## config.mk

```make
export PLATFORM = sky130hd
export DESIGN_NAME = lus_queue
export DESIGN_NICKNAME = d
export VERILOG_FILES = /design/src/rtl/core/assert_macros.svh /design/src/rtl/core/lus_pkg.sv /design/src/rtl/core/lus_queue.sv
export SDC_FILE = /design/constraint.sdc
export NUM_CORES = 1
export LEC_CHECK = 0
export ABC_AREA = 1
export BUFFER_PORTS_ARGS = -buffer_cell sky130_fd_sc_hd__buf_2
export CAP_MARGIN = 5
export CORE_AREA = 4 4 296 298
export CTS_BUF_LIST = sky130_fd_sc_hd__clkbuf_4
export CTS_CLUSTER_DIAMETER = 50
export DETAILED_ROUTE_END_ITERATION = 7
export DIE_AREA = 0 0 300 302
export PLACE_DENSITY_LB_ADDON = 0.1
export SETUP_SLACK_MARGIN = 0.05
export SLEW_MARGIN = 10
export SYNTH_ARGS = -nofsm -noshare
export SYNTH_HDL_FRONTEND = slang
export SYNTH_SLANG_ARGS = --single-unit
```

## constraint.sdc

```tcl
create_clock -name clock -period 43.4 [get_ports clock]
set_input_delay 2.17 -clock clock [delete_from_list [all_inputs] [get_ports clock]]
set_output_delay 2.17 -clock clock [all_outputs]
set_load 0.02 [all_outputs]
```

## src/rtl/core/assert_macros.svh

```systemverilog
// ----------------------------------------------------------------------------
// assert_macros.svh
// Shared concurrent assertion macros for the solver core.
// ----------------------------------------------------------------------------
`ifndef ASSERT_MACROS_SVH
`define ASSERT_MACROS_SVH

// Check a property on every clock edge outside reset
`define LUS_ASSERT_ALWAYS(lbl, prop, msg) \
   lbl: assert property (@(posedge clock) disable iff (reset) (prop)) else $error(msg);

// Check that a condition implies another one on the same edge
`define LUS_ASSERT_IMPL(lbl, ante, cons, msg) \
   lbl: assert property (@(posedge clock) disable iff (reset) (ante) |-> (cons)) \
      else $error(msg);

`endif

```

## src/rtl/core/lus_pkg.sv

```systemverilog
// ----------------------------------------------------------------------------
// lus_pkg
// Shared types, constants and fixed-point helpers of the 3x3 LU solver.
// ----------------------------------------------------------------------------
`timescale 1ns / 1ps

package lus_pkg;

   localparam int DATA_W              = 32;
   localparam int FRAC_BITS_DEFAULT   = 16;
   localparam int QUEUE_DEPTH_DEFAULT = 2;

   // One accepted system plus the early zero-pivot class
   typedef struct packed {
      logic signed [DATA_W-1:0] m11;
      logic signed [DATA_W-1:0] m12;
      logic signed [DATA_W-1:0] m13;
      logic signed [DATA_W-1:0] m21;
      logic signed [DATA_W-1:0] m22;
      logic signed [DATA_W-1:0] m23;
      logic signed [DATA_W-1:0] m31;
      logic signed [DATA_W-1:0] m32;
      logic signed [DATA_W-1:0] m33;
      logic signed [DATA_W-1:0] rhs1;
      logic signed [DATA_W-1:0] rhs2;
      logic signed [DATA_W-1:0] rhs3;
      logic                     zero_pivot;
   } item_type;

   // Queue head as seen by the back end
   typedef struct packed {
      logic     valid;
      item_type item;
   } head_type;

   // Clamp a wide signed value to the 32-bit range
   function automatic logic signed [DATA_W-1:0] sat32(input logic signed [63:0] v);
      logic signed [63:0] hi;
      logic signed [63:0] lo;
      hi = 64'sh0000_0000_7FFF_FFFF;
      lo = -64'sh0000_0000_8000_0000;
      if (v > hi) begin
         return 32'sh7FFF_FFFF;
      end else if (v < lo) begin
         return 32'sh8000_0000;
      end
      return v[DATA_W-1:0];
   endfunction

endpackage

```

## src/rtl/core/lus_queue.sv

```systemverilog
// ----------------------------------------------------------------------------
// lus_queue
// Short FIFO of classified systems between the front and back ends.
// ----------------------------------------------------------------------------
`timescale 1ns / 1ps

module lus_queue #(
   parameter int QUEUE_DEPTH = lus_pkg::QUEUE_DEPTH_DEFAULT
) (
   input  logic              clock,
   input  logic              reset,
   input  logic              push,
   output logic              push_ready,
   input  lus_pkg::item_type push_item,
   input  logic              pop,
   output lus_pkg::head_type head
);

   localparam int PTR_W = (QUEUE_DEPTH > 1) ? $clog2(QUEUE_DEPTH) : 1;
   localparam int CNT_W = $clog2(QUEUE_DEPTH + 1);

   lus_pkg::item_type          entry_ff [QUEUE_DEPTH];
   logic [PTR_W-1:0]           wr_ptr_ff;
   logic [PTR_W-1:0]           rd_ptr_ff;
   logic [CNT_W-1:0]           count_ff;
   logic                       do_push;
   logic                       do_pop;

   assign push_ready = (count_ff != CNT_W'(QUEUE_DEPTH));
   assign do_push    = push && push_ready;
   assign do_pop     = pop && (count_ff != '0);
   assign head.valid = (count_ff != '0);
   assign head.item  = entry_ff[rd_ptr_ff];

   function automatic logic [PTR_W-1:0] wrap_inc(input logic [PTR_W-1:0] p);
      if (p == PTR_W'(QUEUE_DEPTH - 1)) begin
         return '0;
      end
      return p + PTR_W'(1);
   endfunction

   // Advance pointers and occupancy
   always_ff @(posedge clock) begin
      if (reset) begin
         wr_ptr_ff <= '0;
         rd_ptr_ff <= '0;
         count_ff  <= '0;
      end else begin
         if (do_push) begin
            wr_ptr_ff <= wrap_inc(wr_ptr_ff);
         end
         if (do_pop) begin
            rd_ptr_ff <= wrap_inc(rd_ptr_ff);
         end
         if (do_push && !do_pop) begin
            count_ff <= count_ff + CNT_W'(1);
         end else if (do_pop && !do_push) begin
            count_ff <= count_ff - CNT_W'(1);
         end
      end
   end

   // Write the entry
   always_ff @(posedge clock) begin
      if (do_push) begin
         entry_ff[wr_ptr_ff] <= push_item;
      end
   end

endmodule

```

After elaboration in Yosys (flattened, before gate mapping)

Memory sizes are Yosys's and may differ from the RTL's. A register that Yosys moved wholly into a read port is not among the register bits.
Index checks and enable logic that the tools add are counted.

Bits in registers: 4
Memory bits (writable): 770
Output and inout bits: 387
Word-level logic and storage cells: 33
Memories kept: 1

Memories:

| name     | words | bits a word | read ports | clocked after Yosys merged registers in | wr ports | RTL line        | text |
|---|---|---|---|---|---|---|---|
| entry_ff | 2     | 385         | 1          | 1                                       | 1        | lus_queue.sv:22 | `lus_pkg::item_type entry_ff [QUEUE_DEPTH];` |

$add $sub $neg: 4
Equality and inequality tests: 1
Muxes and demuxes: 16
Reduce and logical (&&, ||, !) cells: 8

Operator list:

| operator            | number |
|---|---|
| $mux 1              | 14 |
| $logic_and 1x1->1   | 4 |
| $mux 2              | 2 |
| $reduce_bool 2->1   | 2 |
| $add 1x1->1 const B | 2 |
| $add 2x1->2 const B | 1 |
| $logic_not 1->1     | 2 |
| $ne 2x2->1 const B  | 1 |
| $sub 2x1->2 const B | 1 |

Longest topological paths before layout

Gate-level depths: netlist (run 1).

Depth after elaboration: 7
Mapped depth: 11

Worst setup path after synthesis (run 1)

No wires, ideal clock.

Path type: input to register
Start point: input push
End point: memory entry_ff[0][0] (netlist name), enable pin
Arrival: 18.196 ns
Path slack: 24.063 ns
Cell stages on the path: 2
Path buffers: 0
Cells stage by stage: nand2_1 > nor2_1

Cells in the longest elaborated chain, start to end: 3

Ends and longest elaborated chain:

| element                      | RTL line        | text |
|---|---|---|
| from (decl)                  | lus_queue.sv:12 | `input logic push,` |
| $logic_and 1x1->1            | lus_queue.sv:30 | `assign do_push = push && push_ready;` |
| $mux 1                       | lus_queue.sv:65 | `if (do_push) begin` |
| $mux 1 (implied by the code) | lus_queue.sv:66 | `entry_ff[wr_ptr_ff] <= push_item;` |
| to (decl)                    | lus_queue.sv:22 |  |

No other way between the ends.

==> impl_metrics.json, run 1 <==
{
  "fp.dieH_microns": 302,
  "r2r_start": "count_ff[0]$_SDFFE_PP0P_",
  "syn_area_sq_um": 28300,
  "reg2regPathDepth": 7,
  "hold_start": "rd_ptr_ff$_SDFFE_PP0P_",
  "finalClockSkew_ns": 0.0666,
  "core.rowCount": 107,
  "path_class": "reg2out",
  "maxSlewViolCount": 0,
  "crit_chain": "buf_4 -> buf_4 -> mux2_2 -> buf_2",
  "critPathCaptureType": "output pin",
  "ant_nets": 0,
  "drv_cap": 0,
  "required_ns": 41.23,
  "path_delay_family": "buffers and inverters",
  "post_cts_resized": 0,
  "irDropWorstVdd_uv": 24.5,
  "grt_pass1_wl_microns": 107000,
  "synth_cells": 1235,
  "cts.path.max_buffers": 3,
  "grt_overflow": 0,
  "drive_above_1_share_pct": 64.3,
  "drt-initial-drc-count": 786,
  "ys_seq_area_share_pct": 82.1,
  "finalSetupTns_ns": 0,
  "cts_setup_buffers": 0,
  "worstHoldPathType": "reg2reg",
  "min_period_over_period_pct": 14.8,
  "hold_violations": 0,
  "clk_pin_slew_ns": 0.05,
  "synth_area_leaders": "edfxtp_1 (82%), mux2_2 (14%), buf_6 (1.6%)",
  "cp_num_buf_inv": 3,
  "track_usage_pct": 16.2,
  "hpwl_microns": 52300,
  "max_freq_ghz": 0.156,
  "synth_seq_cells": 775,
  "gp_congestion": 0.781,
  "dieArea_sq_um": 90600,
  "fp.dieW_microns": 300,
  "cts_tree": "built",
  "nets": 2575,
  "synth.largest_area_cell": "edfxtp_1",
  "final_cell_count_no_fill": 3490,
  "rsz0062_at_grt": "false",
  "grt_pass1_vias": 16800,
  "slew_headroom_pct": 25.0,
  "syn-num-nets": 1625,
  "hold-path-cell-count": 2,
  "holdBufCountCts": 0,
  "drc_errors": 0,
  "critPathMostFrequentCell": "buf_4",
  "syn_avg_cell_area_sq_um": 22.9,
  "worstMarginPinSlew_ns": 1.13,
  "grt_max_degree": 168,
  "cp_slowest_stage_delay_ns": 0.93,
  "clock_latency_ns": 1.03,
  "final_common_cell": "buf_2",
  "htree_levels": 4,
  "power_leakage_uw": 0.0135,
  "synthDominantCellAreaShare_pct": 81.8,
  "cts_buffers": 203,
  "layout_common_cells": "buf_2 (775), edfxtp_1 (770), mux2_2 (353)",
  "wl_per_cell_microns": 21.7,
  "power_density_nw_per_um2": 59.7,
  "ios": 776,
  "final_area_sq_um": 35900,
  "synth_cell_types": 15,
  "viasPerCell": 4.43,
  "crit_fanout": 76,
  "synth_warnings": 0,
  "routed_wirelength_microns": 75600,
  "placed_area_sq_um": 33300,
  "fin_util_pct": 42.3,
  "dpl.cell_count": 3124,
  "ff2ff_setup_slack_ns": 38.95,
  "antenna_found_initial": 27,
  "r2r-end": "entry_ff[0][358]$_DFFE_PP_",
  "area_growth_pct": 27.0,
  "clk_root_buffer_cell": "clkbuf_4",
  "via_count": 15500,
  "finalCriticalPeriod_ns": 6.42,
  "status": "finished clean",
  "placement.io_buffers": 775,
  "dr.pass1.iters": 6,
  "start_kind": "flip-flop",
  "slowest_stage": "buf_4",
  "start_util_pct": 33.3,
  "setup_viol": 0,
  "clock_sinks": 775,
  "core_area_sq_um": 84900,
  "critical_path_arrival_ns": 4.25
}
## worst max-delay path by stage
stage / to / slack [ns] / depth (start not counted)
finish: head[313] / 36.98 / 4
global route: head[313] / 36.57 / 4
CTS: head[313] / 36.67 / 4
detailed placement: entry_ff[0][126]$_DFFE_PP_ / 37.18 / 6
global placement: entry_ff[0][129]$_DFFE_PP_ / 37.18 / 6
floorplan: entry_ff[0][0]$_DFFE_PP_ / 24.06 / 2
## cell usage after synthesis, drive strengths merged
| library cell | n |
|---|---|
| edfxtp | 770 |
| nor2 | 7 |
| nand4 | 1 |
| nand3 | 2 |
| buf | 43 |
| nand2 | 9 |
| inv | 8 |
| mux2 | 385 |
| ha | 1 |
| a21oi | 2 |
| dfxtp | 5 |
| o21ai | 2 |
## per-stage QoR
| stage | hold WS (ns) | total power [uW] | setup slack (ns) |
|---|---|---|---|
| after CTS | 0.508 | 2190 | 36.67 |
| after detailed placement | 0.485 | 1550 | 37.18 |
| after floorplan | 0.465 | 1420 | 24.06 |
| final | 0.510 | 2140 | 36.98 |
| after global routing | 0.538 | 2260 | 36.57 |
| after global placement | 0.477 | 1540 | 37.18 |
## logic make-up after synthesis
group | count (synthesis) | synth area share, %
adder cells (fa/ha/maj) | 1 | 0.0442
AO/OA/AOI/OAI | 4 | 0.0708
AND/OR/NAND/NOR | 19 | 0.270
buffers and inverters | 51 | 1.75
multiplexers | 385 | 15.7
flip-flops | 775 | 82.1
## power by group
| part | switching (uW) | leakage (uW) | internal, uW |
|---|---|---|---|
| registers | 24.1 | 0.00722 | 947 |
| logic | 349 | 0.00473 | 195 |
| clock network | 283 | 0.00155 | 344 |
| total | 656 | 0.0135 | 1490 |
## cell type report
class | count | area (sq um)
fillers | 7990 | 49000
repair buffers | 788 | 4010
multi-input cells | 409 | 4570
clock buffers | 315 | 2360
clock inverters | 34 | 230
flip-flops and latches | 775 | 23200
well taps | 1144 | 1430
diodes | 17 | 42.5
inverters | 8 | 30.0
## registers in the layout, indices dropped and copies added (netlist names), named ones only
register,flops
rd_ptr_ff,1
entry_ff,770
count_ff,2
wr_ptr_ff,1
## worst min-delay path: cells and delay by family, from the launching register on
family	cells	cell delay, ns
AO/OA/AOI/OAI	1	0.06
flip-flops	1	0.33
AND/OR/NAND/NOR	1	0.09
## routing by layer
metal  GRT usage [%]  wire length, microns  share of wire (%)
met5               0                   144               0.19
met4            6.71                  2150                2.8
met1            15.6                 25200                 33
met2            29.6                 41000                 54
met3            7.60                  7140                9.4
Note: power is estimated with default switching activity, not from simulation.
==> run 2: changes to the inputs <==
Settings changed: ABC_AREA 1 to 0.
Clock period 43.4 ns to 5.7 ns, I/O delays scaled along.
==> run 2 against run 1 <==
Synthesized cell count is 1.1% lower. The run now fails in clock tree synthesis. Synthesized area is essentially flat.
==> impl_metrics.json, run 2 <==
{
  "ys.flop_type": "edfxtp_1",
  "cts.path.max_buffers": 3,
  "placement.io_buffers": 775,
  "stop_error": "[ERROR RSZ-0060] Max buffer count reached.",
  "yosys.area_share.simple_pct": 0.177,
  "syn_area_sq_um": 28300,
  "holdBufCountCts": 695,
  "syn_avg_cell_area_sq_um": 23.1,
  "synth.largest_area_cell": "edfxtp_1",
  "ios": 776,
  "pre_cts_slack_ns": 3.11,
  "clock_sinks": 775,
  "synthMuxAreaShare_pct": 15.7,
  "post_cts_resized": 0,
  "status": "did not finish",
  "synth_warnings": 0,
  "ys_async_sr_fraction_pct": 0,
  "start_util_pct": 33.3,
  "fp.dieW_microns": 300,
  "synthDominantCellAreaShare_pct": 81.8,
  "synth_seq_cells": 775,
  "synth_area_leaders": "edfxtp_1 (82%), mux2_2 (14%), buf_6 (1.6%)",
  "syn-num-nets": 1612,
  "synth_cell_types": 20,
  "cts_buffers": 204,
  "ys_seq_area_share_pct": 82.2,
  "cts_setup_buffers": 0,
  "synth-compound-area-share_pct": 0.106,
  "fp.dieH_microns": 302,
  "clk_root_buffer_cell": "clkbuf_4",
  "yosysMostFrequentCell": "edfxtp_1",
  "synth_top_family_by_area": "multiplexers",
  "hpwl_microns": 55100,
  "synth_adder_area_share_pct": 0.0443,
  "gp_congestion": 0.805,
  "synth_cells": 1222,
  "htree_levels": 4,
  "synth_edf_count": 770,
  "synth_xor_area_share_pct": 0.0930,
  "lastStage": "clock tree synthesis",
  "core.rowCount": 107,
  "netlist_top_cells_count": "edfxtp_1 (770), mux2_2 (353), buf_6 (40)"
}
run 2: cell count changes after synthesis, moves of 2 or more:
cell | previous run | this run
nand2_1 | 9 | 0
inv_1 | 8 | 1
nor2_1 | 7 | 3
xor2_1 | 0 | 3
nand3_1 | 2 | 0
run 2: stage by stage:
| step | hold slack (ns) | instances | TNS (ns) | cell area [sq um] |
|---|---|---|---|---|
| 3_5_place_dp | 0.476 | 3114 | 0 | 33300 |
| 3_3_place_gp | 0.472 | 3114 | 0 | 33300 |
| 2_1_floorplan | 0.350 | 1222 | -432.80 | 28300 |
run 2: cell families after synthesis:
family,after synthesis
muxes,385
AOI/OAI and AO/OA,5
buffers and inverters,44
and+or+nand+nor,9
xor gates and xnor gates,3
adders and majority gates,1
DFF,775
==> run 3: changes to the inputs <==
Settings changed: CORE_AREA 4 4 296 298 to unset, CORE_MARGIN set to 4, CORE_UTILIZATION set to 25, CTS_BUF_LIST sky130_fd_sc_hd__clkbuf_4 to unset, CTS_CLUSTER_DIAMETER 50 to unset, DIE_AREA 0 0 300 302 to unset, PLACE_DENSITY_LB_ADDON 0.1 to 0.15, SETUP_SLACK_MARGIN 0.05 to unset.
Clock period 5.7 ns to 7.41 ns, I/O delays scaled along.
==> run 3 against run 2 <==
The run now ends clean. Synthesized area unchanged. Synthesized cell count unchanged.
==> impl_metrics.json, run 3 <==
{
  "grt_pass1_wl_microns": 109000,
  "cts.path.max_buffers": 3,
  "cts_tree": "built",
  "crit_fanout": 132,
  "routed_wirelength_microns": 77300,
  "synthDominantCellAreaShare_pct": 81.8,
  "worstMarginPinSlew_ns": 1.08,
  "pre_cts_slack_ns": 4.42,
  "fin_ws_ns": 3.98,
  "syn-num-nets": 1612,
  "critPathCaptureType": "output pin",
  "drt-initial-drc-count": 613,
  "clock_latency_ns": 0.65,
  "ios": 776,
  "synth_top_family_by_area": "multiplexers",
  "ys.flop_type": "edfxtp_1",
  "path_class": "reg2out",
  "synth_warnings": 0,
  "top_register": "entry_ff",
  "grt_max_degree": 143,
  "htree_levels": 3,
  "power_density_nw_per_um2": 333,
  "hpwl_microns": 53600,
  "finalClockSkew_ns": 0.0110,
  "worstHoldPathType": "in2reg",
  "critical_path_arrival_ns": 3.06,
  "post_cts_resized": 0,
  "via_count": 15900,
  "drive_above_1_share_pct": 51.5,
  "synthMuxAreaShare_pct": 15.7,
  "drv_cap": 0,
  "cts_setup_buffers": 0,
  "ys_seq_area_share_pct": 82.2,
  "cp_slowest_stage_delay_ns": 0.59,
  "grt_overflow": 0,
  "largest_reg_flops": 770,
  "max_freq_ghz": 0.292,
  "fp.dieW_microns": 344,
  "dieArea_sq_um": 118000,
  "synth_cells": 1222,
  "crit_chain": "buf_12 -> buf_4 -> mux2_2 -> buf_2",
  "rsz0062_at_grt": "false",
  "synth_xor_area_share_pct": 0.0930,
  "finalSetupTns_ns": 0,
  "ys_async_sr_fraction_pct": 0,
  "antenna_found_initial": 7,
  "yosys.area_share.simple_pct": 0.177,
  "netlist_top_cells_count": "edfxtp_1 (770), mux2_2 (353), buf_6 (40)",
  "slew_headroom_pct": 28.3,
  "layout_common_cells": "buf_2 (775), edfxtp_1 (770), dlygate4sd3_1 (387)",
  "final_common_cell": "buf_2",
  "placement.io_buffers": 775,
  "synth_cell_types": 20,
  "synth_area_leaders": "edfxtp_1 (82%), mux2_2 (14%), buf_6 (1.6%)",
  "finalCriticalPeriod_ns": 3.43,
  "track_usage_pct": 12.4,
  "maxSlewViolCount": 0,
  "clk_pin_slew_ns": 0.05,
  "core.rowCount": 123,
  "synth_adder_area_share_pct": 0.0443,
  "status": "finished clean",
  "clock_sinks": 775,
  "cts_buffers": 89,
  "clk_root_buffer_cell": "clkbuf_16",
  "area_growth_pct": 43.2,
  "power_leakage_uw": 0.0149,
  "synth-compound-area-share_pct": 0.106,
  "required_ns": 7.04,
  "drc_errors": 0,
  "grt_pass1_vias": 17500,
  "core_area_sq_um": 112000,
  "viasPerCell": 3.95,
  "slowest_stage": "dfxtp_4",
  "min_period_over_period_pct": 46.3,
  "synth_seq_cells": 775,
  "dr.pass1.iters": 4,
  "start_util_pct": 25.2,
  "top_regs": "entry_ff (770), count_ff (2)",
  "synth_edf_count": 770,
  "ant_nets": 0,
  "syn_area_sq_um": 28300,
  "nets": 2836,
  "setup_viol": 0,
  "synth.largest_area_cell": "edfxtp_1",
  "irDropWorstVdd_uv": 190,
  "gp_congestion": 0.764,
  "fp.dieH_microns": 344,
  "holdBufCountCts": 387,
  "start_kind": "flip-flop",
  "yosysMostFrequentCell": "edfxtp_1",
  "syn_avg_cell_area_sq_um": 23.1,
  "wl_per_cell_microns": 19.2,
  "hold_violations": 0
}
run 3: cell counts after synthesis:
No cell type changed its count.
run 3: worst paths after layout:
kind	from	to	slack, ns	cells past startpoint
worst max-delay path	flip-flop	head[95]	3.98	4
worst min-delay path	pop	rd_ptr_ff$_SDFFE_PP0P_	0.18	4
worst max register to register	count_ff[0]$_SDFFE_PP0P_	entry_ff[1][136]$_DFFE_PP_	4.42	4
worst min register to register	rd_ptr_ff$_SDFFE_PP0P_	rd_ptr_ff$_SDFFE_PP0P_	0.50	2
run 3: kinds of logic (layout without fill, tap and decap cells):
group	count (synthesis)	in the layout
XOR/XNOR	3	3
other	0	3
AND/OR/NAND/NOR	9	9
multiplexers	385	385
buffers and inverters	44	1342
AO/OA/AOI/OAI	5	5
adder cells (fa/ha/maj)	1	1
flip-flops	775	775
run 3: report_power, final:
group / internal, uW / switching (uW)
combinational: 1430 / 2210
sequential: 5480 / 131
clock: 2510 / 1720
total: 9410 / 4060
run 3: area by class of cell:
| class | count | area [sq um] |
|---|---|---|
| sequential | 775 | 23200 |
| tap | 1500 | 1880 |
| antenna | 3 | 7.51 |
| inverter | 1 | 7.51 |
| clock inverter | 46 | 449 |
| timing repair buffer | 1176 | 7930 |
| fill | 10900 | 71900 |
| clock buffer | 119 | 2380 |
| multi-input combinational | 403 | 4570 |
run 3: per-layer routing:
layer  global-route usage (%)  routed length [microns]
met1                     12.9                    27500
met2                     23.1                    41400
met3                     4.17                     5570
met4                     4.76                     2760
met5                        0                       13
run 3: per-stage QoR:
stage / area [sq um] / power, uW / std cells / util, % / hold slack [ns]
floorplan: 28300 / 8170 / 1222 / - / 0.440
global placement: 33700 / 9230 / 3468 / 30.0 / 0.488
detailed placement: 33700 / 9260 / 3468 / 30.0 / 0.500
CTS: 40400 / 13800 / 4020 / 36.0 / 0.100
global route: 40500 / 14100 / 4023 / 36.0 / 0.170
finish: 40500 / 13500 / 4023 / 36.0 / 0.178
run 3: critical path, delay by kind of cell (launching register included):
kind / cells / cell delay, ns
DFF: 1 / 0.59
buffers and inverters: 3 / 1.26
muxes: 1 / 0.40
