`config.mk`:
```
export PLATFORM = sky130hd
export DESIGN_NAME = lus_front
export DESIGN_NICKNAME = d
export VERILOG_FILES = /design/src/rtl/core/assert_macros.svh /design/src/rtl/core/lus_pkg.sv /design/src/rtl/core/lus_front.sv
export SDC_FILE = /design/constraint.sdc
export NUM_CORES = 1
export LEC_CHECK = 0
export ABC_CLOCK_PERIOD_IN_PS = 24600
export BUFFER_PORTS_ARGS = -buffer_cell sky130_fd_sc_hd__buf_2
export CORE_AREA = 2 2 299 301
export CTS_CLUSTER_DIAMETER = 100
export CTS_CLUSTER_SIZE = 40
export DETAILED_ROUTE_END_ITERATION = 7
export DIE_AREA = 0 0 301 303
export GPL_ROUTABILITY_DRIVEN = 0
export SYNTH_ARGS = -nofsm -noshare
export SYNTH_HDL_FRONTEND = slang
export SYNTH_SLANG_ARGS = --single-unit
```
`constraint.sdc`:
```
create_clock -name clock -period 24.6 [get_ports clock]
set_input_delay 2.46 -clock clock [delete_from_list [all_inputs] [get_ports clock]]
set_output_delay 2.46 -clock clock [all_outputs]
set_load 0.03 [all_outputs]
```
`src/rtl/core/assert_macros.svh`:
```
// ----------------------------------------------------------------------------
// assert_macros.svh
// Shared concurrent assertion macros for the solver core.
// ----------------------------------------------------------------------------
`ifndef ASSERT_MACROS_SVH
`define ASSERT_MACROS_SVH

// Check a property on every clock edge outside reset
`define LUS_ASSERT_ALWAYS(lbl, prop, msg) \
   lbl: assert property (@(posedge clock) disable iff (reset) (prop)) else $error(msg);

// Check that a condition implies another one on the same edge
`define LUS_ASSERT_IMPL(lbl, ante, cons, msg) \
   lbl: assert property (@(posedge clock) disable iff (reset) (ante) |-> (cons)) \
      else $error(msg);

`endif

```
`src/rtl/core/lus_pkg.sv`:
```
// ----------------------------------------------------------------------------
// lus_pkg
// Shared types, constants and fixed-point helpers of the 3x3 LU solver.
// ----------------------------------------------------------------------------
`timescale 1ns / 1ps

package lus_pkg;

   localparam int DATA_W              = 32;
   localparam int FRAC_BITS_DEFAULT   = 16;
   localparam int QUEUE_DEPTH_DEFAULT = 2;

   // One accepted system plus the early zero-pivot class
   typedef struct packed {
      logic signed [DATA_W-1:0] m11;
      logic signed [DATA_W-1:0] m12;
      logic signed [DATA_W-1:0] m13;
      logic signed [DATA_W-1:0] m21;
      logic signed [DATA_W-1:0] m22;
      logic signed [DATA_W-1:0] m23;
      logic signed [DATA_W-1:0] m31;
      logic signed [DATA_W-1:0] m32;
      logic signed [DATA_W-1:0] m33;
      logic signed [DATA_W-1:0] rhs1;
      logic signed [DATA_W-1:0] rhs2;
      logic signed [DATA_W-1:0] rhs3;
      logic                     zero_pivot;
   } item_type;

   // Queue head as seen by the back end
   typedef struct packed {
      logic     valid;
      item_type item;
   } head_type;

   // Clamp a wide signed value to the 32-bit range
   function automatic logic signed [DATA_W-1:0] sat32(input logic signed [63:0] v);
      logic signed [63:0] hi;
      logic signed [63:0] lo;
      hi = 64'sh0000_0000_7FFF_FFFF;
      lo = -64'sh0000_0000_8000_0000;
      if (v > hi) begin
         return 32'sh7FFF_FFFF;
      end else if (v < lo) begin
         return 32'sh8000_0000;
      end
      return v[DATA_W-1:0];
   endfunction

endpackage

```
`src/rtl/core/lus_front.sv`:
```
// ----------------------------------------------------------------------------
// lus_front
// Input stage: registers each request beat and flags a zero first pivot.
// ----------------------------------------------------------------------------
`timescale 1ns / 1ps

module lus_front (
   input  logic                         clock,
   input  logic                         reset,
   input  logic                         req_valid,
   output logic                         req_stall,
   input  logic signed [31:0]           req_m11,
   input  logic signed [31:0]           req_m12,
   input  logic signed [31:0]           req_m13,
   input  logic signed [31:0]           req_m21,
   input  logic signed [31:0]           req_m22,
   input  logic signed [31:0]           req_m23,
   input  logic signed [31:0]           req_m31,
   input  logic signed [31:0]           req_m32,
   input  logic signed [31:0]           req_m33,
   input  logic signed [31:0]           req_rhs1,
   input  logic signed [31:0]           req_rhs2,
   input  logic signed [31:0]           req_rhs3,
   output logic                         push,
   input  logic                         push_ready,
   output lus_pkg::item_type            push_item
);

   logic              valid_ff;
   logic              valid_in;
   lus_pkg::item_type item_ff;
   logic              take;

   // Take a new beat when the holding register is empty or drains now
   assign push      = valid_ff;
   assign push_item = item_ff;
   assign req_stall = valid_ff && !push_ready;
   assign take      = req_valid && !req_stall;

   always_comb begin
      valid_in = valid_ff;
      if (push && push_ready) begin
         valid_in = 1'b0;
      end
      if (take) begin
         valid_in = 1'b1;
      end
   end

   always_ff @(posedge clock) begin
      if (reset) begin
         valid_ff <= 1'b0;
      end else begin
         valid_ff <= valid_in;
      end
   end

   // Capture payload and classify the first pivot
   always_ff @(posedge clock) begin
      if (take) begin
         item_ff.m11        <= req_m11;
         item_ff.m12        <= req_m12;
         item_ff.m13        <= req_m13;
         item_ff.m21        <= req_m21;
         item_ff.m22        <= req_m22;
         item_ff.m23        <= req_m23;
         item_ff.m31        <= req_m31;
         item_ff.m32        <= req_m32;
         item_ff.m33        <= req_m33;
         item_ff.rhs1       <= req_rhs1;
         item_ff.rhs2       <= req_rhs2;
         item_ff.rhs3       <= req_rhs3;
         item_ff.zero_pivot <= (req_m11 == 32'sd0);
      end
   end

endmodule

```
# Yosys cells after proc, flatten, opt, wreduce, memory -nomap -nowiden
# Index checks and enable logic that the tools add are counted.
[classes]
reduce_logical = 7
mux = 2
[ops]
columns = ["cell", "n"]
rows = [
  ["32-bit zero test", 1],
  ["1-bit logical AND", 3],
  ["1-bit zero test", 2],
  ["1-bit two-way mux", 2],
  ["2-bit nonzero test", 1],
]
[totals]
regBits = 386
input_bits = 388
out_inout_bits = 387

# Logic depth before layout (Yosys ltp)
# Gate-level depths: netlist (run 1).
[depth]
word_depth = 5
ltp_mapped = 3

# Worst setup path before layout (run 1)
# No wires, ideal clock.
[synth_timing]
kind = "input to register"
startpoint = "input push_ready"
endpoint = "register item_ff, in the netlist push_item[0] (enable)"
arrival_ns = 19.390
path_slack_ns = 4.033
setup_ns = 1.177
path_stages = 2
n_path_buf = 0
path_cell_list = "nor2b_1 nor2b_1"
[synth_via]
elab_chain_cells = 4
[synth_lines]
columns = ["item", "line_no", "rtl"]
rows = [
  ["from (decl)", "lus_front.sv:25", "input logic push_ready,"],
  ["1-bit zero test", "lus_front.sv:37", "assign req_stall = valid_ff && !push_ready;"],
  ["1-bit logical AND", "lus_front.sv:37", ""],
  ["1-bit zero test", "lus_front.sv:38", "assign take = req_valid && !req_stall;"],
  ["1-bit logical AND", "lus_front.sv:38", ""],
  ["via take", "lus_front.sv:32", "logic take;"],
  ["to (decl)", "lus_front.sv:31", "lus_pkg::item_type item_ff;"],
]
# The timed path passes the listed nets, and every way through them passes these cells.
# A chain may end at the register's enable or synchronous reset.

# Worst setup path in the final report (run 1)
[layout_timing]
startpoint = "input req_valid"
endpoint = "register item_ff, in the netlist push_item[242] (enable)"
[layout_via]
elab_chain_cells = 1
[layout_lines]
columns = ["item", "line_no", "rtl"]
rows = [
  ["from (decl)", "lus_front.sv:10", "input logic req_valid,"],
  ["1-bit logical AND", "lus_front.sv:38", ""],
  ["via take", "lus_front.sv:32", ""],
]
# The timed path passes the listed nets, and every way through them passes these cells.

==> flow_summary.toml, run 1 <==
[outcome]
outcome = "complete, no violations"

[clocking]
cts.sinks = 386
htree_levels = 1
clk_latency_ns = 0.57
cts_tree = "built"
cts-resized-gates = 0
cts-root-buf = "clkbuf_16"
cts_inserted_buffers = 16
postCtsSetupRepairBufs = 0
clockBufferDepth = 3
hold_buffers = 0
cts.reportedPaths.clkPinSlew_ns = 0.13

[yosys]
synth_top_area_cell = "edfxtp_1"
netlist.area_leader.share_pct = 99.0
ys.flop_type = "edfxtp_1"
seq_area_frac_synth_pct = 99.2
yosysMostFrequentCell = "edfxtp_1"
avgSynthCellArea_um2 = 29.1
yosys-top-cells-count = "edfxtp_1, nor4_1, nor2_1"
synth_edf_count = 385
synth_area_um2 = 11700
ys_ff_latch = 386
synthesis.nets = 789
synth_cell_types = 7
synthCells = 401
async_flop_share_pct = 0
synthesis.yosys.warnings = 0
synth_area_leaders = "edfxtp_1, nor4_1, dfxtp_1"

[critical_path]
start_kind = "input pin"
critPathCaptureType = "flop"
required_ns = 24.80
critPathKind = "in2reg"
cp.arrival_ns = 5.81
critPathMaxFanout = 74

[detailed_routing]
dr_total_vias = 7258
firstDrtPassIters = 4
wl_per_cell_um = 16.2
route.detailed.drc = 0
drt_iter0_drc = 373
ant_nets = 0
routed_wl_mm = 38.6
viasPerCell = 3.05

[power]
pwr_density_cell_nw_per_um2 = 74.2
clkPwrFrac_pct = 27.8
power.share.combinational_pct = 12.7
seqPwrFrac_pct = 59.5
ir_drop_v = 0.0000772
swShare_pct = 26.5
p_sw_w = 0.000347
p_leak_nw = 7.11
internal_power_w = 0.000964

[floorplan]
ios = 775
coreArea_um2 = 88000
die_area_um2 = 91200
die_y_um = 303
initial_core_util_pct = 13.3
num_rows = 109
dieWidth_um = 301

[layout]
drive_gt1_share_pct = 66.8
syn_to_final_growth_pct = 51.3
fin_nets = 1587
fin_util_pct = 20.1

[timing]
tns_ns = 0
tightest_slew_ns = 1.06
slew_headroom_pct = 29.5
clock_skew_ns = 0.0288
slew_viol_final = 0
fin_crit_sh_pct = 22.8
hold_viol_final = 0
setup_viol = 0
rsz0062_at_grt = "false"
max_freq_mhz = 178
fin_crit_ns = 5.61

[global_route]
grt_antenna_before_repair = 16
grt_pass1_vias = 7143
grt_max_degree = 82
track_usage_pct = 7.57
grt_pass1_wl_mm = 49.4
overflow = 0

[placement]
portBuffers = 774
hpwl_mm = 31.6

[hold_path]
worstHoldPathType = "reg2reg"

[flow_run]
max_cap_violations = 0
## final cells by class
| class | instances | area (um^2) |
|---|---|---|
| Antenna cell | 2 | 5.00 |
| Clock buffer | 17 | 425 |
| Clock inverter | 11 | 169 |
| Fill cell | 9395 | 70300 |
| Multi-Input combinational cell | 15 | 100 |
| Sequential cell | 386 | 11600 |
| Tap cell | 1165 | 1460 |
| Timing Repair Buffer | 780 | 3920 |
## stage by stage
step / instance area [um^2] / cells / power [W] / hold slack (ns) / worst slack (ns)
after CTS: 17700 / 2374 / 0.00134 / 0.692 / 18.99
after global placement: 17100 / 2346 / 0.000962 / 0.698 / 18.43
after global routing: 17700 / 2374 / 0.00136 / 0.745 / 18.77
final: 17700 / 2376 / 0.00131 / 0.682 / 18.99
after detailed placement: 17100 / 2346 / 0.000964 / 0.667 / 18.37
after floorplan: 11700 / 401 / 0.000906 / 0.873 / 4.03
## logic make-up after synthesis
logic type and share of synthesized area (%):
flip-flops 99.2, AND/OR/NAND/NOR 0.793
## worst max-delay path: stages
cell and delay [ns]:
buf_2 0.14, nor2b_4 0.22, buf_4 0.46, buf_4 0.73
buf_4 0.80, buf_4 0.82
## final timing paths
| kind | startpoint | end | slack [ns] | cells past startpoint |
|---|---|---|---|---|
| hold / removal | push$_SDFFE_PP0P_ | push$_SDFFE_PP0P_ | 0.68 | 3 |
| hold reg to reg | push$_SDFFE_PP0P_ | push$_SDFFE_PP0P_ | 0.68 | 3 |
| setup reg to reg | push$_SDFFE_PP0P_ | push_item[242]$_DFFE_PP_ | 20.55 | 6 |
| setup / recovery | req_valid | push_item[242]$_DFFE_PP_ | 18.99 | 6 |
## state kept, by name (all words and copies together), names as in the netlist
name,cells
push_item,385
push,1
## per-layer routing
metal  up-vias  track usage, %  wire, um
li1       3228               -         -
met1      3488            8.11     13600
met2       487            12.9     18600
met3        43            4.10      5230
met4        12            2.01      1010
met5         -               0        77
## layout by cell type, fill, tap and decap left out
cell	instances
inv_6	1
buf_4	6
nand4_1	2
nor2b_1	1
nor2_1	3
clkinv_8	4
diode_2	2
edfxtp_1	385
clkinv_1	2
clkbuf_16	17
dfxtp_1	1
inv_12	1
nor2b_4	1
inv_8	1
clkinv_16	1
bufinv_16	1
nor4_1	7
nor4_2	1
buf_2	774
## power groups by stage
stage	clock [W]	sequential [W]	combinational, W
after floorplan	0	0.000894	0.0000118
after global placement	0	0.000794	0.000168
after detailed placement	0	0.000795	0.000168
after CTS	0.000386	0.000781	0.000168
after global routing	0.000403	0.000783	0.000175
final	0.000365	0.000780	0.000166
Note: power is estimated with default switching activity, not from simulation.
==> run 2, diff against run 1 <==
- ABC_AREA: not set -> 1
- ABC_CLOCK_PERIOD_IN_PS: 24600 -> 5300
- CORE_AREA: 2 2 299 301 -> 2 2 305 307
- DIE_AREA: 0 0 301 303 -> 0 0 307 309
- clock period: 24.6 -> 5.3 ns (I/O delays scaled with it)
==> flow_summary.toml, run 2 <==
[outcome]
outcome = "complete, no violations"

[yosys]
synthesis.nets = 811
avgSynthCellArea_um2 = 27.7
synth_area_leaders = "edfxtp_1, nor2_1, nand2_1"
ys_ff_latch = 386
synthSimpleGateAreaFrac_pct = 1.06
yosys-top-cells-count = "edfxtp_1, nor2_1, nand2_1"
synthCells = 423
synthesis.yosys.warnings = 0
synth_fa_ha_area_share_pct = 0
synth_area_um2 = 11700
async_flop_share_pct = 0
synth_cell_types = 6
synth_compound_area_share_pct = 0.0427
yosysMostFrequentCell = "edfxtp_1"
synth_top_family_by_area = "simple AND/OR/NAND/NOR gates"
ys.flop_type = "edfxtp_1"
synth_top_area_cell = "edfxtp_1"
seq_area_frac_synth_pct = 98.8
netlist.area_leader.share_pct = 98.6
synthMuxAreaShare_pct = 0
synth_edf_count = 385
synthXorXnorAreaFrac_pct = 0

[clocking]
cts-root-buf = "clkbuf_16"
cts.reportedPaths.clkPinSlew_ns = 0.12
hold_buffers = 0
clockBufferDepth = 3
htree_levels = 1
cts_tree = "built"
cts.sinks = 386
clk_latency_ns = 0.59
cts_inserted_buffers = 18
cts-resized-gates = 0
postCtsSetupRepairBufs = 0

[critical_path]
reg2reg_slack_ns = 3.14
worstReg2RegEnd = "push_item[72]$_DFFE_PP_"
cp.depth = 4
crit_slowest_cell = "nor2_4"
critical-path-max-stage-delay_ns = 0.62
critPathCaptureType = "flop"
worstPathBufferInverterCount = 2
critPathMaxFanout = 105
cp_top_family = "simple AND/OR/NAND/NOR gates"
required_ns = 5.52
cp.arrival_ns = 2.38
crit_path_end = "push_item[72]$_DFFE_PP_"
worstPathCellList = "nand2_8, inv_6, nor2_4, buf_12"
critPathKind = "reg2reg"
start_kind = "flop"
rr_worst_depth = 4
r2r-start = "push$_SDFFE_PP0P_"
cp-startpoint = "push$_SDFFE_PP0P_"

[floorplan]
coreArea_um2 = 91400
dieWidth_um = 307
die_area_um2 = 94900
initial_core_util_pct = 12.8
num_rows = 111
ios = 775
die_y_um = 309

[placement]
hpwl_mm = 35.2
pre_cts_slack_ns = 2.80
dp_cells = 2396
portBuffers = 774

[global_route]
grt_max_degree = 106
grt_antenna_before_repair = 19
grt_pass1_wl_mm = 54.1
track_usage_pct = 8.11
overflow = 0
grt_pass1_vias = 7202

[layout]
fin_util_pct = 19.7
final_cell_count_no_fill = 2430
largest_reg_flops = 385
fill_cells = 9854
syn_to_final_growth_pct = 53.4
final_common_cell = "buf_2"
drive_gt1_share_pct = 66.2
final_cell_mix = "buf_2, edfxtp_1, nor2_1"
fin_nets = 1618

[timing]
fin_crit_sh_pct = 40.7
setup_ws_ns = 3.14
hold-worst-slack_ns = 0.0745
slew_headroom_pct = 45.5
setup_viol = 0
tightest_slew_ns = 0.815
hold_viol_final = 0
fin_crit_ns = 2.16
max_freq_mhz = 463
clock_skew_ns = 0.0460
slew_viol_final = 0
rsz0062_at_grt = "false"

[hold_path]
worstHoldPathType = "in2reg"

[flow_run]
max_cap_violations = 0

[power]
pwr_density_cell_nw_per_um2 = 349
fin_total_pwr_w = 0.00627
ir_drop_v = 0.000407
p_leak_nw = 7.26

[detailed_routing]
viasPerCell = 3.03
route.detailed.drc = 0
dr_total_vias = 7351
firstDrtPassIters = 5
routed_wl_mm = 42.7
drt_iter0_drc = 557
ant_nets = 0
wl_per_cell_um = 17.6
[run 2: kinds of logic after synthesis]
logic type,count (synthesis)
AOI/OAI and AO/OA,1
buffers and inverters,3
DFF,386
and+or+nand+nor,33
[run 2: worst min-delay path by stage]
| stage | slack [ns] | start | cells past startpoint | endpoint |
|---|---|---|---|---|
| after detailed placement | 0.55 | push$_SDFFE_PP0P_ | 2 | push$_SDFFE_PP0P_ |
| final | 0.07 | reset | 2 | push$_SDFFE_PP0P_ |
| after global routing | 0.03 | reset | 2 | push$_SDFFE_PP0P_ |
| after CTS | 0.02 | reset | 2 | push$_SDFFE_PP0P_ |
| after floorplan | 0.60 | reset | 1 | push$_SDFFE_PP0P_ |
| after global placement | 0.54 | push$_SDFFE_PP0P_ | 2 | push$_SDFFE_PP0P_ |
[run 2: where the power goes]
group / leakage, nW / switching, W / internal, W
clock network: 0.327 / 0.00110 / 0.000736
registers: 3.73 / 0.0000594 / 0.00357
logic: 3.20 / 0.000573 / 0.000228
[run 2: metrics by stage]
stage / TNS, ns / area [um^2]
4_1_cts: 0 / 18000
3_3_place_gp: 0 / 17300
3_5_place_dp: 0 / 17300
6_report: 0 / 18000
2_1_floorplan: -562.17 / 11800
5_1_grt: 0 / 18000
[run 2: worst register-to-register path, delay by kind of cell (launching register included)]
kind                   cells  cell delay (ns)
buffers and inverters      2             0.54
DFF                        1             0.38
and+or+nand+nor            2             0.72
[run 2: area by class of cell]
cell class	instances	area [um^2]	area share, %
inverters	3	28.8	0.160
flip-flops and latches	386	11600	64.4
diodes	2	5.00	0.0278
repair buffers	787	4030	22.4
well taps	1186	1480	8.26
clock buffers	19	475	2.65
multi-input cells	34	153	0.849
clock inverters	13	214	1.19
[run 2: routing by layer]
layer | vias to the layer above | global-route usage, % | wire, um
met5 | - | 0 | 103
met4 | 16 | 2.37 | 1110
met3 | 53 | 3.49 | 5180
met2 | 498 | 13.4 | 20400
met1 | 3492 | 9.59 | 15800
li1 | 3292 | - | -
==> run 3, diff against run 2 <==
- ABC_CLOCK_PERIOD_IN_PS: 5300 -> 2100
- clock period: 5.3 -> 2.1 ns (I/O delays scaled with it)
==> flow_summary.toml, run 3 (same netlist as run 2, synthesis figures left out) <==
[layout]
drive_gt1_share_pct = 50.9
fin_nets = 2021
fin_area_um2 = 21900
largest_reg_flops = 385
fill_cells = 9427
fin_util_pct = 23.9
syn_to_final_growth_pct = 86.6
final_common_cell = "buf_2"
final_cell_mix = "buf_2, dlygate4sd3_1, edfxtp_1"

[timing]
setup_ws_ns = 0.498
fin_crit_ns = 1.60
fin_crit_sh_pct = 76.3
hold_viol_final = 0
tightest_slew_ns = 0.489
clock_skew_ns = 0.0378
setup_viol = 0
rsz0062_at_grt = "false"
slew_viol_final = 0
slew_headroom_pct = 67.3
max_freq_mhz = 624

[clocking]
clockBufferDepth = 3
hold_buffers = 386
cts_tree = "built"
cts_inserted_buffers = 17
postCtsSetupRepairBufs = 0
htree_levels = 1
cts.reportedPaths.clkPinSlew_ns = 0.13
cts.sinks = 386
clk_latency_ns = 0.59
cts-resized-gates = 0
cts-root-buf = "clkbuf_16"

[floorplan]
coreArea_um2 = 91400
initial_core_util_pct = 12.8
die_y_um = 309
dieWidth_um = 307
ios = 775
num_rows = 111
die_area_um2 = 94900

[critical_path]
start_kind = "flop"
r2r-start = "push$_SDFFE_PP0P_"
critPathCaptureType = "flop"
critPathMaxFanout = 47
cp-startpoint = "push$_SDFFE_PP0P_"
cp.arrival_ns = 1.88
critPathKind = "reg2reg"
required_ns = 2.38

[detailed_routing]
ant_nets = 0
viasPerCell = 3.18
firstDrtPassIters = 4
routed_wl_mm = 45.5
route.detailed.drc = 0
dr_total_vias = 9006
drt_iter0_drc = 511
wl_per_cell_um = 16.1

[hold_path]
worstHoldPathType = "in2reg"
worst_hold_startpoint = "req_valid"

[placement]
pre_cts_slack_ns = 0.441
placed_area_um2 = 17400
hpwl_mm = 32.7
portBuffers = 774

[global_route]
track_usage_pct = 8.72
grt_pass1_vias = 9851
grt_antenna_before_repair = 4
grt_max_degree = 48
overflow = 0
grt_pass1_wl_mm = 61.3

[power]
ir_drop_v = 0.000929
fin_total_pwr_w = 0.0162
pwr_density_cell_nw_per_um2 = 741
p_leak_nw = 8.93

[outcome]
outcome = "complete, no violations"

[flow_run]
max_cap_violations = 0
-- run 3: path summary, 6_finish.rpt --
path | endpoint | slack [ns] | cells after the start
max | push_item[376]$_DFFE_PP_ | 0.50 | 5
min | push_item[122]$_DFFE_PP_ | 0.06 | 3
max reg2reg | push_item[376]$_DFFE_PP_ | 0.50 | 5
min reg2reg | push_item[122]$_DFFE_PP_ | 0.69 | 3
-- run 3: cell type report --
class | instances | area, um^2 | share of cell area [%]
timing repair buffer | 1191 | 8030 | 36.7
clock inverter | 11 | 183 | 0.835
antenna | 2 | 5.00 | 0.0229
sequential | 386 | 11600 | 53.0
clock buffer | 18 | 429 | 1.96
tap | 1186 | 1480 | 6.78
inverter | 3 | 13.8 | 0.0629
multi-input combinational | 34 | 144 | 0.658
-- run 3: stage by stage --
| stage | TNS (ns) | hold WS [ns] | std cells |
|---|---|---|---|
| 3_5_place_dp | 0 | 0.367 | 2414 |
| 2_1_floorplan | -1735.54 | 0.269 | 423 |
| 4_1_cts | 0 | 0.00261 | 2829 |
| 3_3_place_gp | 0 | 0.370 | 2414 |
| 6_report | 0 | 0.0563 | 2831 |
| 5_1_grt | 0 | 0.0305 | 2831 |
-- run 3: report_power, final --
part	internal [W]	leakage, nW	total, W	switching, W
registers	0.00901	3.73	0.00916	0.000154
clock network	0.00177	0.288	0.00439	0.00262
logic	0.00107	4.90	0.00265	0.00158
total	0.0118	8.93	0.0162	0.00436
-- run 3: per-layer routing --
layer	vias up	wire length (um)	global-route usage, %
li1	4100	-	-
met1	4314	16200	9.08
met5	-	26	0
met3	63	4310	3.32
met2	525	23200	15.8
met4	4	1750	3.35
-- run 3: worst max-delay path, cell delays in order (launching register included) --
cell	delay (ns)
dfxtp_4	0.38
nand2_4	0.06
inv_4	0.04
nor2_4	0.18
buf_12	0.25
buf_4	0.26
